`config.mk`:
```
export PLATFORM = sky130hd
export DESIGN_NAME = multi_client_heartbeat_watchdog_unit
export DESIGN_NICKNAME = d
export VERILOG_FILES = /design/src/design/mchw_pkg.sv /design/src/design/mchw_front.sv /design/src/design/mchw_fifo.sv /design/src/design/mchw_back.sv /design/src/design/multi_client_heartbeat_watchdog_unit.sv
export SDC_FILE = /design/constraint.sdc
export NUM_CORES = 2
export LEC_CHECK = 0
export CAP_MARGIN = 30
export CORE_UTILIZATION = 60
export CTS_BUF_LIST = sky130_fd_sc_hd__clkbuf_2
export DETAILED_ROUTE_END_ITERATION = 7
export DONT_BUFFER_PORTS = 1
export PLACE_DENSITY_LB_ADDON = 0.2
export SETUP_SLACK_MARGIN = 0.5
export SLEW_MARGIN = 20
export SYNTH_ARGS = -nofsm -noshare
export SYNTH_HDL_FRONTEND = slang
export SYNTH_SLANG_ARGS = --single-unit
```
`constraint.sdc`:
```
create_clock -name clk -period 6.31 [get_ports clk]
set_input_delay 1.262 -clock clk [delete_from_list [all_inputs] [get_ports clk]]
set_output_delay 1.262 -clock clk [all_outputs]
set_load 0.01 [all_outputs]
```
`src/design/mchw_pkg.sv`:
```
// Shared types, constants and helpers of the heartbeat watchdog.
// Used by mchw_front, mchw_fifo, mchw_back and the top level; no dependencies.
package mchw_pkg;

    localparam int MAX_CLIENTS_DEF = 8;
    localparam int FIFO_DEPTH      = 2;

    localparam logic [31:0] LIMIT_TOP       = 32'h7FFF_FFFF;
    localparam logic [31:0] MIN_SILENCE_RST = 32'd100;

    localparam logic [2:0] CMD_REGISTER   = 3'd0;
    localparam logic [2:0] CMD_UNREGISTER = 3'd1;
    localparam logic [2:0] CMD_HEARTBEAT  = 3'd2;
    localparam logic [2:0] CMD_CHECK      = 3'd3;
    localparam logic [2:0] CMD_SNAPSHOT   = 3'd4;

    typedef enum logic [2:0] {
        OP_REGISTER,
        OP_UNREGISTER,
        OP_HEARTBEAT,
        OP_CHECK,
        OP_SNAPSHOT,
        OP_INVALID
    } op_t;

    // Classified command word passed from front to back
    typedef struct packed {
        op_t         op;
        logic        pre_ok;
        logic [31:0] now_ms;
        logic [31:0] client_key;
        logic [31:0] limit_req;
        logic [7:0]  client_id;
    } cmd_word_t;

    typedef struct packed {
        logic        ok;
        logic [7:0]  slot_index;
        logic        slot_registered;
        logic [31:0] slot_key;
        logic [31:0] slot_limit_ms;
        logic [31:0] quiet_ms;
        logic        overdue;
        logic        expired;
        logic [31:0] feed_count;
        logic [6:0]  registered_count;
        logic        last;
    } result_t;

    function automatic result_t single_result(logic ok, logic [7:0] slot,
                                              logic [31:0] feed);
        result_t r;
        r            = '0;
        r.ok         = ok;
        r.slot_index = slot;
        r.feed_count = feed;
        r.last       = 1'b1;
        return r;
    endfunction

endpackage

```
`src/design/mchw_front.sv`:
```
// Front end of the heartbeat watchdog: holds the check period register and
// classifies each incoming command word. Depends on mchw_pkg.
module mchw_front #(
    parameter int MAX_CLIENTS = mchw_pkg::MAX_CLIENTS_DEF
) (
    input  logic                clk,
    input  logic                rst_n,
    input  logic                in_valid,
    output logic                in_ready,
    input  logic [2:0]          cmd,
    input  logic [31:0]         now_ms,
    input  logic [31:0]         client_key,
    input  logic [31:0]         limit_req,
    input  logic [7:0]          client_id,
    input  logic                cfg_wr_en,
    input  logic [31:0]         cfg_wr_data,
    output logic                push_valid,
    input  logic                push_ready,
    output mchw_pkg::cmd_word_t push_word
);

    logic [31:0] min_silence_reg;
    logic [31:0] min_silence_next;
    logic        id_in_range;
    logic        limit_ok;

    assign min_silence_next = cfg_wr_en ? cfg_wr_data : min_silence_reg;

    always_ff @(posedge clk or negedge rst_n)
    begin
        if (!rst_n)
        begin
            min_silence_reg <= mchw_pkg::MIN_SILENCE_RST;
        end
        else
        begin
            min_silence_reg <= min_silence_next;
        end
    end

    assign in_ready   = push_ready;
    assign push_valid = in_valid;

    assign id_in_range = client_id < 8'(MAX_CLIENTS);
    assign limit_ok    = (client_key != 32'd0) && (limit_req >= min_silence_reg)
                         && (limit_req <= mchw_pkg::LIMIT_TOP);

    always_comb
    begin
        push_word.now_ms     = now_ms;
        push_word.client_key = client_key;
        push_word.limit_req  = limit_req;
        push_word.client_id  = client_id;
        unique case (cmd)
            mchw_pkg::CMD_REGISTER:
            begin
                push_word.op     = mchw_pkg::OP_REGISTER;
                push_word.pre_ok = limit_ok;
            end
            mchw_pkg::CMD_UNREGISTER:
            begin
                push_word.op     = mchw_pkg::OP_UNREGISTER;
                push_word.pre_ok = id_in_range;
            end
            mchw_pkg::CMD_HEARTBEAT:
            begin
                push_word.op     = mchw_pkg::OP_HEARTBEAT;
                push_word.pre_ok = id_in_range;
            end
            mchw_pkg::CMD_CHECK:
            begin
                push_word.op     = mchw_pkg::OP_CHECK;
                push_word.pre_ok = 1'b1;
            end
            mchw_pkg::CMD_SNAPSHOT:
            begin
                push_word.op     = mchw_pkg::OP_SNAPSHOT;
                push_word.pre_ok = 1'b1;
            end
            default:
            begin
                push_word.op     = mchw_pkg::OP_INVALID;
                push_word.pre_ok = 1'b0;
            end
        endcase
    end

endmodule

```
`src/design/mchw_fifo.sv`:
```
// Short command queue between the front and back of the heartbeat watchdog.
// Depends on mchw_pkg for the command word type.
module mchw_fifo #(
    parameter int DEPTH = mchw_pkg::FIFO_DEPTH
) (
    input  logic                clk,
    input  logic                rst_n,
    input  logic                push_valid,
    output logic                push_ready,
    input  mchw_pkg::cmd_word_t push_word,
    output logic                pop_valid,
    input  logic                pop_ready,
    output mchw_pkg::cmd_word_t pop_word
);

    localparam int PTR_W = (DEPTH > 1) ? $clog2(DEPTH) : 1;
    localparam int CNT_W = $clog2(DEPTH + 1);

    mchw_pkg::cmd_word_t entry_reg [DEPTH];
    logic [PTR_W-1:0]    wr_ptr_reg;
    logic [PTR_W-1:0]    wr_ptr_next;
    logic [PTR_W-1:0]    rd_ptr_reg;
    logic [PTR_W-1:0]    rd_ptr_next;
    logic [CNT_W-1:0]    count_reg;
    logic [CNT_W-1:0]    count_next;
    logic                do_push;
    logic                do_pop;

    assign push_ready = count_reg != CNT_W'(DEPTH);
    assign pop_valid  = count_reg != '0;
    assign pop_word   = entry_reg[rd_ptr_reg];
    assign do_push    = push_valid && push_ready;
    assign do_pop     = pop_valid && pop_ready;

    always_comb
    begin
        wr_ptr_next = wr_ptr_reg;
        rd_ptr_next = rd_ptr_reg;
        count_next  = count_reg;
        if (do_push)
        begin
            wr_ptr_next = (wr_ptr_reg == PTR_W'(DEPTH - 1)) ? '0 : wr_ptr_reg + 1'b1;
        end
        if (do_pop)
        begin
            rd_ptr_next = (rd_ptr_reg == PTR_W'(DEPTH - 1)) ? '0 : rd_ptr_reg + 1'b1;
        end
        if (do_push && !do_pop)
        begin
            count_next = count_reg + 1'b1;
        end
        else if (do_pop && !do_push)
        begin
            count_next = count_reg - 1'b1;
        end
    end

    always_ff @(posedge clk or negedge rst_n)
    begin
        if (!rst_n)
        begin
            wr_ptr_reg <= '0;
            rd_ptr_reg <= '0;
            count_reg  <= '0;
        end
        else
        begin
            wr_ptr_reg <= wr_ptr_next;
            rd_ptr_reg <= rd_ptr_next;
            count_reg  <= count_next;
        end
    end

    always_ff @(posedge clk)
    begin
        if (do_push)
        begin
            entry_reg[wr_ptr_reg] <= push_word;
        end
    end

endmodule

```
`src/design/mchw_back.sv`:
```
// Back end of the heartbeat watchdog: slot table, slot walk sequencer,
// feed counter, halt flag and the output register. Depends on mchw_pkg.
module mchw_back #(
    parameter int MAX_CLIENTS = mchw_pkg::MAX_CLIENTS_DEF
) (
    input  logic                clk,
    input  logic                rst_n,
    input  logic                q_valid,
    output logic                q_pop,
    input  mchw_pkg::cmd_word_t q_word,
    output logic                out_valid,
    input  logic                out_ready,
    output mchw_pkg::result_t   out_word
);

    localparam int SLOT_W = (MAX_CLIENTS > 1) ? $clog2(MAX_CLIENTS) : 1;
    localparam logic [SLOT_W-1:0] LAST_IDX = SLOT_W'(MAX_CLIENTS - 1);

    typedef enum logic [1:0] {
        S_IDLE,
        S_READ,
        S_EVAL
    } state_t;

    state_t                  state_reg;
    state_t                  state_next;
    mchw_pkg::cmd_word_t     cur_reg;
    mchw_pkg::cmd_word_t     cur_next;
    logic [SLOT_W-1:0]       scan_reg;
    logic [SLOT_W-1:0]       scan_next;
    logic                    free_found_reg;
    logic                    free_found_next;
    logic [SLOT_W-1:0]       free_idx_reg;
    logic [SLOT_W-1:0]       free_idx_next;
    logic [MAX_CLIENTS-1:0]  valid_reg;
    logic [MAX_CLIENTS-1:0]  valid_next;
    logic [6:0]              count_reg;
    logic [6:0]              count_next;
    logic [31:0]             feed_reg;
    logic [31:0]             feed_next;
    logic                    halted_reg;
    logic                    halted_next;
    logic                    out_valid_reg;
    logic                    out_valid_next;
    mchw_pkg::result_t       out_reg;
    mchw_pkg::result_t       out_next;

    // slot table memories, one read port at the walk index
    logic [31:0]             key_mem  [MAX_CLIENTS];
    logic [31:0]             lim_mem  [MAX_CLIENTS];
    logic [31:0]             seen_mem [MAX_CLIENTS];
    logic [31:0]             rd_key_reg;
    logic [31:0]             rd_lim_reg;
    logic [31:0]             rd_seen_reg;
    logic                    key_we;
    logic                    seen_we;
    logic [SLOT_W-1:0]       wr_addr;
    logic [31:0]             wr_seen;

    logic                    can_emit;
    logic [SLOT_W-1:0]       q_id;
    logic                    slot_v;
    logic                    is_last;
    logic [31:0]             sil;
    logic                    over;
    logic                    dup;
    logic                    have_free;
    logic [SLOT_W-1:0]       reg_idx;
    mchw_pkg::result_t       snap_rec;

    assign can_emit  = !out_valid_reg || out_ready;
    assign q_id      = q_word.client_id[SLOT_W-1:0];
    assign slot_v    = valid_reg[scan_reg];
    assign is_last   = scan_reg == LAST_IDX;
    assign sil       = cur_reg.now_ms - rd_seen_reg;
    assign over      = sil > rd_lim_reg;
    assign dup       = slot_v && (rd_key_reg == cur_reg.client_key);
    assign have_free = free_found_reg || !slot_v;
    assign reg_idx   = free_found_reg ? free_idx_reg : scan_reg;

    always_comb
    begin
        snap_rec                  = '0;
        snap_rec.ok               = 1'b1;
        snap_rec.slot_index       = 8'(scan_reg);
        snap_rec.registered_count = count_reg;
        snap_rec.feed_count       = feed_reg;
        snap_rec.last             = is_last;
        if (slot_v)
        begin
            snap_rec.slot_registered = 1'b1;
            snap_rec.slot_key        = rd_key_reg;
            snap_rec.slot_limit_ms   = rd_lim_reg;
            snap_rec.quiet_ms        = sil;
            snap_rec.overdue         = over;
        end
    end

    always_comb
    begin
        state_next      = state_reg;
        cur_next        = cur_reg;
        scan_next       = scan_reg;
        free_found_next = free_found_reg;
        free_idx_next   = free_idx_reg;
        valid_next      = valid_reg;
        count_next      = count_reg;
        feed_next       = feed_reg;
        halted_next     = halted_reg;
        out_valid_next  = out_valid_reg && !out_ready;
        out_next        = out_reg;
        q_pop           = 1'b0;
        key_we          = 1'b0;
        seen_we         = 1'b0;
        wr_addr         = scan_reg;
        wr_seen         = cur_reg.now_ms;

        unique case (state_reg)
            S_IDLE:
            begin
                if (q_valid && can_emit)
                begin
                    q_pop           = 1'b1;
                    cur_next        = q_word;
                    scan_next       = '0;
                    free_found_next = 1'b0;
                    free_idx_next   = '0;
                    if (halted_reg)
                    begin
                        out_valid_next = 1'b1;
                        out_next       = mchw_pkg::single_result(1'b0, 8'd0, feed_reg);
                    end
                    else
                    begin
                        unique case (q_word.op) inside
                            mchw_pkg::OP_UNREGISTER:
                            begin
                                out_valid_next = 1'b1;
                                if (q_word.pre_ok && valid_reg[q_id])
                                begin
                                    valid_next[q_id] = 1'b0;
                                    count_next       = count_reg - 7'd1;
                                    out_next = mchw_pkg::single_result(1'b1, 8'd0, feed_reg);
                                end
                                else
                                begin
                                    out_next = mchw_pkg::single_result(1'b0, 8'd0, feed_reg);
                                end
                            end
                            mchw_pkg::OP_HEARTBEAT:
                            begin
                                out_valid_next = 1'b1;
                                if (q_word.pre_ok && valid_reg[q_id])
                                begin
                                    seen_we  = 1'b1;
                                    wr_addr  = q_id;
                                    wr_seen  = q_word.now_ms;
                                    out_next = mchw_pkg::single_result(1'b1, 8'd0, feed_reg);
                                end
                                else
                                begin
                                    out_next = mchw_pkg::single_result(1'b0, 8'd0, feed_reg);
                                end
                            end
                            mchw_pkg::OP_REGISTER:
                            begin
                                if (q_word.pre_ok)
                                begin
                                    state_next = S_READ;
                                end
                                else
                                begin
                                    out_valid_next = 1'b1;
                                    out_next = mchw_pkg::single_result(1'b0, 8'd0, feed_reg);
                                end
                            end
                            mchw_pkg::OP_CHECK, mchw_pkg::OP_SNAPSHOT:
                            begin
                                state_next = S_READ;
                            end
                            default:
                            begin
                                out_valid_next = 1'b1;
                                out_next = mchw_pkg::single_result(1'b0, 8'd0, feed_reg);
                            end
                        endcase
                    end
                end
            end
            S_READ:
            begin
                // wait for the registered slot read
                state_next = S_EVAL;
            end
            S_EVAL:
            begin
                unique case (cur_reg.op) inside
                    mchw_pkg::OP_REGISTER:
                    begin
                        if (dup)
                        begin
                            if (can_emit)
                            begin
                                out_valid_next = 1'b1;
                                out_next   = mchw_pkg::single_result(1'b0, 8'd0, feed_reg);
                                state_next = S_IDLE;
                            end
                        end
                        else if (is_last)
                        begin
                            if (can_emit)
                            begin
                                out_valid_next = 1'b1;
                                state_next     = S_IDLE;
                                if (have_free)
                                begin
                                    key_we              = 1'b1;
                                    seen_we             = 1'b1;
                                    wr_addr             = reg_idx;
                                    valid_next[reg_idx] = 1'b1;
                                    count_next          = count_reg + 7'd1;
                                    out_next = mchw_pkg::single_result(1'b1, 8'(reg_idx),
                                                                       feed_reg);
                                end
                                else
                                begin
                                    out_next = mchw_pkg::single_result(1'b0, 8'd0, feed_reg);
                                end
                            end
                        end
                        else
                        begin
                            // remember the lowest empty slot, advance
                            if (!slot_v && !free_found_reg)
                            begin
                                free_found_next = 1'b1;
                                free_idx_next   = scan_reg;
                            end
                            scan_next  = scan_reg + 1'b1;
                            state_next = S_READ;
                        end
                    end
                    mchw_pkg::OP_CHECK:
                    begin
                        if (slot_v && over)
                        begin
                            if (can_emit)
                            begin
                                out_valid_next = 1'b1;
                                out_next = mchw_pkg::single_result(1'b0, 8'(scan_reg), feed_reg);
                                out_next.expired = 1'b1;
                                halted_next      = 1'b1;
                                state_next       = S_IDLE;
                            end
                        end
                        else if (is_last)
                        begin
                            if (can_emit)
                            begin
                                feed_next      = feed_reg + 32'd1;
                                out_valid_next = 1'b1;
                                out_next = mchw_pkg::single_result(1'b1, 8'd0,
                                                                   feed_reg + 32'd1);
                                state_next     = S_IDLE;
                            end
                        end
                        else
                        begin
                            scan_next  = scan_reg + 1'b1;
                            state_next = S_READ;
                        end
                    end
                    default:
                    begin
                        // snapshot: one word per slot, hold while the output is full
                        if (can_emit)
                        begin
                            out_valid_next = 1'b1;
                            out_next       = snap_rec;
                            if (is_last)
                            begin
                                state_next = S_IDLE;
                            end
                            else
                            begin
                                scan_next  = scan_reg + 1'b1;
                                state_next = S_READ;
                            end
                        end
                    end
                endcase
            end
            default:
            begin
                state_next = S_IDLE;
            end
        endcase
    end

    always_ff @(posedge clk or negedge rst_n)
    begin
        if (!rst_n)
        begin
            state_reg      <= S_IDLE;
            cur_reg        <= '0;
            scan_reg       <= '0;
            free_found_reg <= 1'b0;
            free_idx_reg   <= '0;
            valid_reg      <= '0;
            count_reg      <= '0;
            feed_reg       <= '0;
            halted_reg     <= 1'b0;
            out_valid_reg  <= 1'b0;
            out_reg        <= '0;
        end
        else
        begin
            state_reg      <= state_next;
            cur_reg        <= cur_next;
            scan_reg       <= scan_next;
            free_found_reg <= free_found_next;
            free_idx_reg   <= free_idx_next;
            valid_reg      <= valid_next;
            count_reg      <= count_next;
            feed_reg       <= feed_next;
            halted_reg     <= halted_next;
            out_valid_reg  <= out_valid_next;
            out_reg        <= out_next;
        end
    end

    always_ff @(posedge clk)
    begin
        if (key_we)
        begin
            key_mem[wr_addr] <= cur_reg.client_key;
            lim_mem[wr_addr] <= cur_reg.limit_req;
        end
        if (seen_we)
        begin
            seen_mem[wr_addr] <= wr_seen;
        end
        rd_key_reg  <= key_mem[scan_reg];
        rd_lim_reg  <= lim_mem[scan_reg];
        rd_seen_reg <= seen_mem[scan_reg];
    end

    assign out_valid = out_valid_reg;
    assign out_word  = out_reg;

    a_count_matches: assert property (@(posedge clk) disable iff (!rst_n)
        $countones(valid_reg) == int'(count_reg))
        else $error("registered count disagrees with valid bits");

    a_count_max: assert property (@(posedge clk) disable iff (!rst_n)
        count_reg <= 7'(MAX_CLIENTS))
        else $error("registered count above table size");

    a_halt_sticky: assert property (@(posedge clk) disable iff (!rst_n)
        halted_reg |=> halted_reg)
        else $error("halt flag cleared");

    a_halt_no_ok: assert property (@(posedge clk) disable iff (!rst_n)
        (out_valid_reg && halted_reg) |-> !out_reg.ok)
        else $error("accepted result while halted");

    a_expired_halts: assert property (@(posedge clk) disable iff (!rst_n)
        (out_valid_reg && out_reg.expired) |-> (halted_reg && !out_reg.ok))
        else $error("expiry reported without halt");

endmodule

```
`src/design/multi_client_heartbeat_watchdog_unit.sv`:
```
// Heartbeat watchdog for several software clients: top level.
// Instantiates mchw_front, mchw_fifo and mchw_back; depends on mchw_pkg.
//
// Usage:
//   Input channel (in_valid/in_ready) carries one command word: register,
//   unregister, heartbeat, check pass or snapshot, with the current time.
//   Output channel (out_valid/out_ready) carries result words; last marks the
//   final word of a command. A snapshot gives MAX_CLIENTS words, every other
//   command exactly one; while halted every command gives one rejected word.
//   cfg_wr_en/cfg_wr_data write the check period (minimum accepted limit).
// Command flow:
//   Unregister, heartbeat, rejected register and unknown commands: result
//   registered when the command leaves the queue; one command per cycle
//   while the receiver takes each word. Register, check and snapshot walk the
//   slot table through the single read port of the slot memories, each slot
//   in a read state then an evaluate state. A two-word queue keeps accepting
//   while the walk runs.
// Reset: all slots empty, feed count zero, not halted, check period 100 ms.
// Receiver stall: the output register holds its word; the walk pauses on the
// slot that must be reported and resumes when the word is taken.
module multi_client_heartbeat_watchdog_unit #(
    parameter int MAX_CLIENTS = mchw_pkg::MAX_CLIENTS_DEF,
    parameter int QUEUE_DEPTH = mchw_pkg::FIFO_DEPTH
) (
    input  logic        clk,
    input  logic        rst_n,
    input  logic        in_valid,
    output logic        in_ready,
    input  logic [2:0]  cmd,
    input  logic [31:0] now_ms,
    input  logic [31:0] client_key,
    input  logic [31:0] limit_req,
    input  logic [7:0]  client_id,
    input  logic        cfg_wr_en,
    input  logic [31:0] cfg_wr_data,
    output logic        out_valid,
    input  logic        out_ready,
    output logic        ok,
    output logic [7:0]  slot_index,
    output logic        slot_registered,
    output logic [31:0] slot_key,
    output logic [31:0] slot_limit_ms,
    output logic [31:0] quiet_ms,
    output logic        overdue,
    output logic        expired,
    output logic [31:0] feed_count,
    output logic [6:0]  registered_count,
    output logic        last
);

    logic                push_valid;
    logic                push_ready;
    mchw_pkg::cmd_word_t push_word;
    logic                q_valid;
    logic                q_pop;
    mchw_pkg::cmd_word_t q_word;
    mchw_pkg::result_t   res_word;

    mchw_front #(
        .MAX_CLIENTS (MAX_CLIENTS)
    ) u_front (
        .clk         (clk),
        .rst_n       (rst_n),
        .in_valid    (in_valid),
        .in_ready    (in_ready),
        .cmd         (cmd),
        .now_ms      (now_ms),
        .client_key  (client_key),
        .limit_req   (limit_req),
        .client_id   (client_id),
        .cfg_wr_en   (cfg_wr_en),
        .cfg_wr_data (cfg_wr_data),
        .push_valid  (push_valid),
        .push_ready  (push_ready),
        .push_word   (push_word)
    );

    mchw_fifo #(
        .DEPTH (QUEUE_DEPTH)
    ) u_fifo (
        .clk        (clk),
        .rst_n      (rst_n),
        .push_valid (push_valid),
        .push_ready (push_ready),
        .push_word  (push_word),
        .pop_valid  (q_valid),
        .pop_ready  (q_pop),
        .pop_word   (q_word)
    );

    mchw_back #(
        .MAX_CLIENTS (MAX_CLIENTS)
    ) u_back (
        .clk       (clk),
        .rst_n     (rst_n),
        .q_valid   (q_valid),
        .q_pop     (q_pop),
        .q_word    (q_word),
        .out_valid (out_valid),
        .out_ready (out_ready),
        .out_word  (res_word)
    );

    assign ok               = res_word.ok;
    assign slot_index       = res_word.slot_index;
    assign slot_registered  = res_word.slot_registered;
    assign slot_key         = res_word.slot_key;
    assign slot_limit_ms    = res_word.slot_limit_ms;
    assign quiet_ms         = res_word.quiet_ms;
    assign overdue          = res_word.overdue;
    assign expired          = res_word.expired;
    assign feed_count       = res_word.feed_count;
    assign registered_count = res_word.registered_count;
    assign last             = res_word.last;

endmodule
```
==> run metrics <==
DIE HEIGHT=307.3 um; routed vias=33.61k; wire length per cell=24.45 um; clock slew at reported path FFs=110 ps; Fillers=6326; CTS tree=yes; Hold Violations, Final=336; Sw Share=0.3530; vias in the first global route=34.56k; grt ovf=0; Clk pwr share=0.231; Worst Max-Slew Pin Slew=1148 ps; dpl ws=-0.1648 ps; CP max-delay cell=or4_4; CTS Root Cell=clkbuf_2; Area after DPL=57580 um^2; final period utilization=0.9228; Slew HR=0.2344; max-cap violations=0; final wirelength=138200 um; Clock Tree Buf Depth=4; max-slew violations=0; internal power=0.01721 W; Switch Pwr=0.009392 W; initial core utilization=0.6084; Hold-fix buffers, CTS=198; Core ar.=91940 um^2; type of origin of the critical path=flop; status=finished, violations left; worst setup margin=487.3 ps; final setup fails=0; worst-skew pair later-pin latency=1640 ps; post-DP HPWL=79280 um; Min Hold Slack=-581.6 ps; PwrDens=418.4 nW/um^2; #FFs+latches synth=1406; via density per instance=5.946; Row Count=111; Syn Area/Cell=15.35 um^2; critical path's top delay family=simple AND/OR/NAND/NOR gates; die area=94450 um^2; Ports=294; CP max FO=5; asr flop ratio synth=0.2390; synthesis warning total=0; worst path required time=7760 ps; TritonCTS Sinks=1406; footprint of the multi-input gates=15500 um^2; Final nets=4372; Initial DRT Pass Iterations=5; post-route minimum period=5823 ps; Comb pwr share=0.292; kind of end point of the critical path=flop; part of the Yosys area used for sequential elements=0.7076; crit path buf inv count=6; Die Wd=307.3 um; first-pass GRT wire length=205600 um; # DRC=0; post-route antenna net violation count=0; Initial DRC Count=2939; layout cells sized above 1=0.2196; Pleak=24.22 nW; gr usage total=0.2932; Post-synth EDFFs=974; Critical Path AT=7270 ps; H-tree depth=5; I/O Buffers=0; post-route clock skew=181.4 ps; Placer Congestion=0.8957; kind of critical path=reg -> reg; Syn Inst Count=3645; number of buffers created by CTS=357; antenna violations before repair=3; Register Area=39600 um^2; worst min-delay path class=in -> async; fmax=171.7 MHz; RSZ-0062 raised after global routing=false; synthesized area=55930 um^2; post-route cell area=63600 um^2; biggest cell delay along the critical path=440 ps; Layout area overhead=13.70%; biggest regs=u_back.key_mem x256, u_back.lim_mem x256, u_back.seen_mem x256; failing checks=hold timing; Seq pwr share=0.477; largest net degree at the start of global routing=337; Main synth FF type=edfxtp_1; Worst VDD drop=451.2 uV; Synth cell types=77
routing by layer:
layer  track usage  routed length, um  up-vias
met4        0.1064               3602        0
met3       0.05746               9967      259
met1        0.3966              56490    17010
li1              -                  -    14840
met2        0.4778              68160     1494
met5             0                  0        -
cell usage in the layout, fill, tap and decap left out, types with 96 or more instances in the layout:
cell / count
a21oi_1: 189
a22o_1: 96
clkbuf_2: 565
dfrtp_1: 329
dfxtp_1: 96
dlygate4sd3_1: 197
edfxtp_1: 974
ha_1: 102
inv_1: 118
mux2i_1: 110
mux4_2: 194
nand2_1: 431
nor2_1: 211
o21ai_0: 114
cell type report:
cell class / count / area share
flip-flops and latches: 1406 / 0.6226
multi-input cells: 1946 / 0.2437
repair buffers: 291 / 0.05021
clock buffers: 565 / 0.04446
well taps: 1243 / 0.02445
clock inverters: 75 / 0.007200
inverters: 120 / 0.007102
diodes: 7 / 0.0002754
power by group through the flow:
| stage | Sequential [W] | Combinational (W) | Clock [W] |
|---|---|---|---|
| 2_1_floorplan | 0.0124 | 0.00525 | 0 |
| 5_1_grt | 0.0128 | 0.00847 | 0.00676 |
| 3_3_place_gp | 0.0128 | 0.00687 | 0 |
| 6_report | 0.0127 | 0.00777 | 0.00615 |
| 3_5_place_dp | 0.0129 | 0.00707 | 0 |
| 4_1_cts | 0.0127 | 0.00739 | 0.00627 |
final timing paths:
kind	slack, ps	cells past startpoint	from	end
hold / removal	-580	0	rst_n	u_back.out_word[27]
setup / recovery	490	25	u_back.cur_reg[78]	u_back.out_word[121]
max in group asynchronous	6130	0	rst_n	u_back.cur_reg[33]
hold reg to reg	480	1	u_back.rd_lim_reg[14]	u_back.out_word[88]
min in group clk	280	1	client_key[7]	u_fifo.entry_reg[0][47]
setup reg to reg	490	25	u_back.cur_reg[78]	u_back.out_word[121]
through the flow:
step	setup TNS (ps)	cells	util	total power (W)
after global routing	0	5653	0.6917	0.02805
after global placement	0	4774	0.6263	0.01964
after floorplan	0	3649	-	0.01763
final	0	5653	0.6917	0.02661
after detailed placement	-0.1648	4774	0.6263	0.01995
after CTS	0	5622	0.6862	0.02633
synthesized netlist by cell type (4+ instances only):
master / instances / area, um^2
a21o_1: 26 / 195.2
a21oi_1: 192 / 960.9
a221o_1: 8 / 80.08
a22o_1: 96 / 840.8
a31oi_1: 7 / 43.79
and2_1: 5 / 31.28
and3_1: 12 / 75.07
and4_1: 5 / 43.79
buf_1: 36 / 135.1
buf_2: 23 / 115.1
buf_4: 10 / 75.07
clkbuf_1: 109 / 409.1
dfrtp_1: 333 / 8333
dfxtp_1: 96 / 1922
edfxtp_1: 974 / 29250
ha_1: 104 / 1301
inv_1: 118 / 442.9
mux2_2: 12 / 135.1
mux2i_1: 110 / 1101
mux4_2: 194 / 4369
nand2_1: 431 / 1618
nand2b_1: 20 / 125.1
nand3_1: 45 / 225.2
nand4_1: 31 / 193.9
nor2_1: 229 / 859.6
nor2b_1: 10 / 62.56
nor3_1: 26 / 130.1
nor4_1: 18 / 112.6
o211ai_1: 8 / 60.06
o21a_1: 7 / 52.55
o21ai_0: 116 / 580.6
o21ai_1: 8 / 40.04
o21bai_1: 4 / 30.03
o22ai_1: 13 / 81.33
o31ai_1: 4 / 30.03
or2_2: 10 / 62.56
or3_1: 11 / 68.82
xnor2_1: 85 / 744.5
xor2_1: 37 / 324.1
what timing repair did:
item                                    CTS  global route
gates resized for setup                  14            28
pin swaps                                10            29
hold endpoints to repair                584           336
buffers inserted                          7            16
cloned                                    3             7
endpoints found under the setup margin  179           176
cell families (layout without fill, tap and decap cells):
group / count (synthesis) / after routing / synth area share
AOI/OAI and AO/OA: 528 / 529 / 0.06040
xor gates and xnor gates: 122 / 122 / 0.01910
adders and majority gates: 107 / 107 / 0.02416
buffers and inverters: 298 / 1051 / 0.02118
muxes: 318 / 318 / 0.1009
and+or+nand+nor: 865 / 865 / 0.06659
other: 1 / 12 / 0.00006704
DFF: 1406 / 1406 / 0.7076
(Power assumes the default switching activity.)
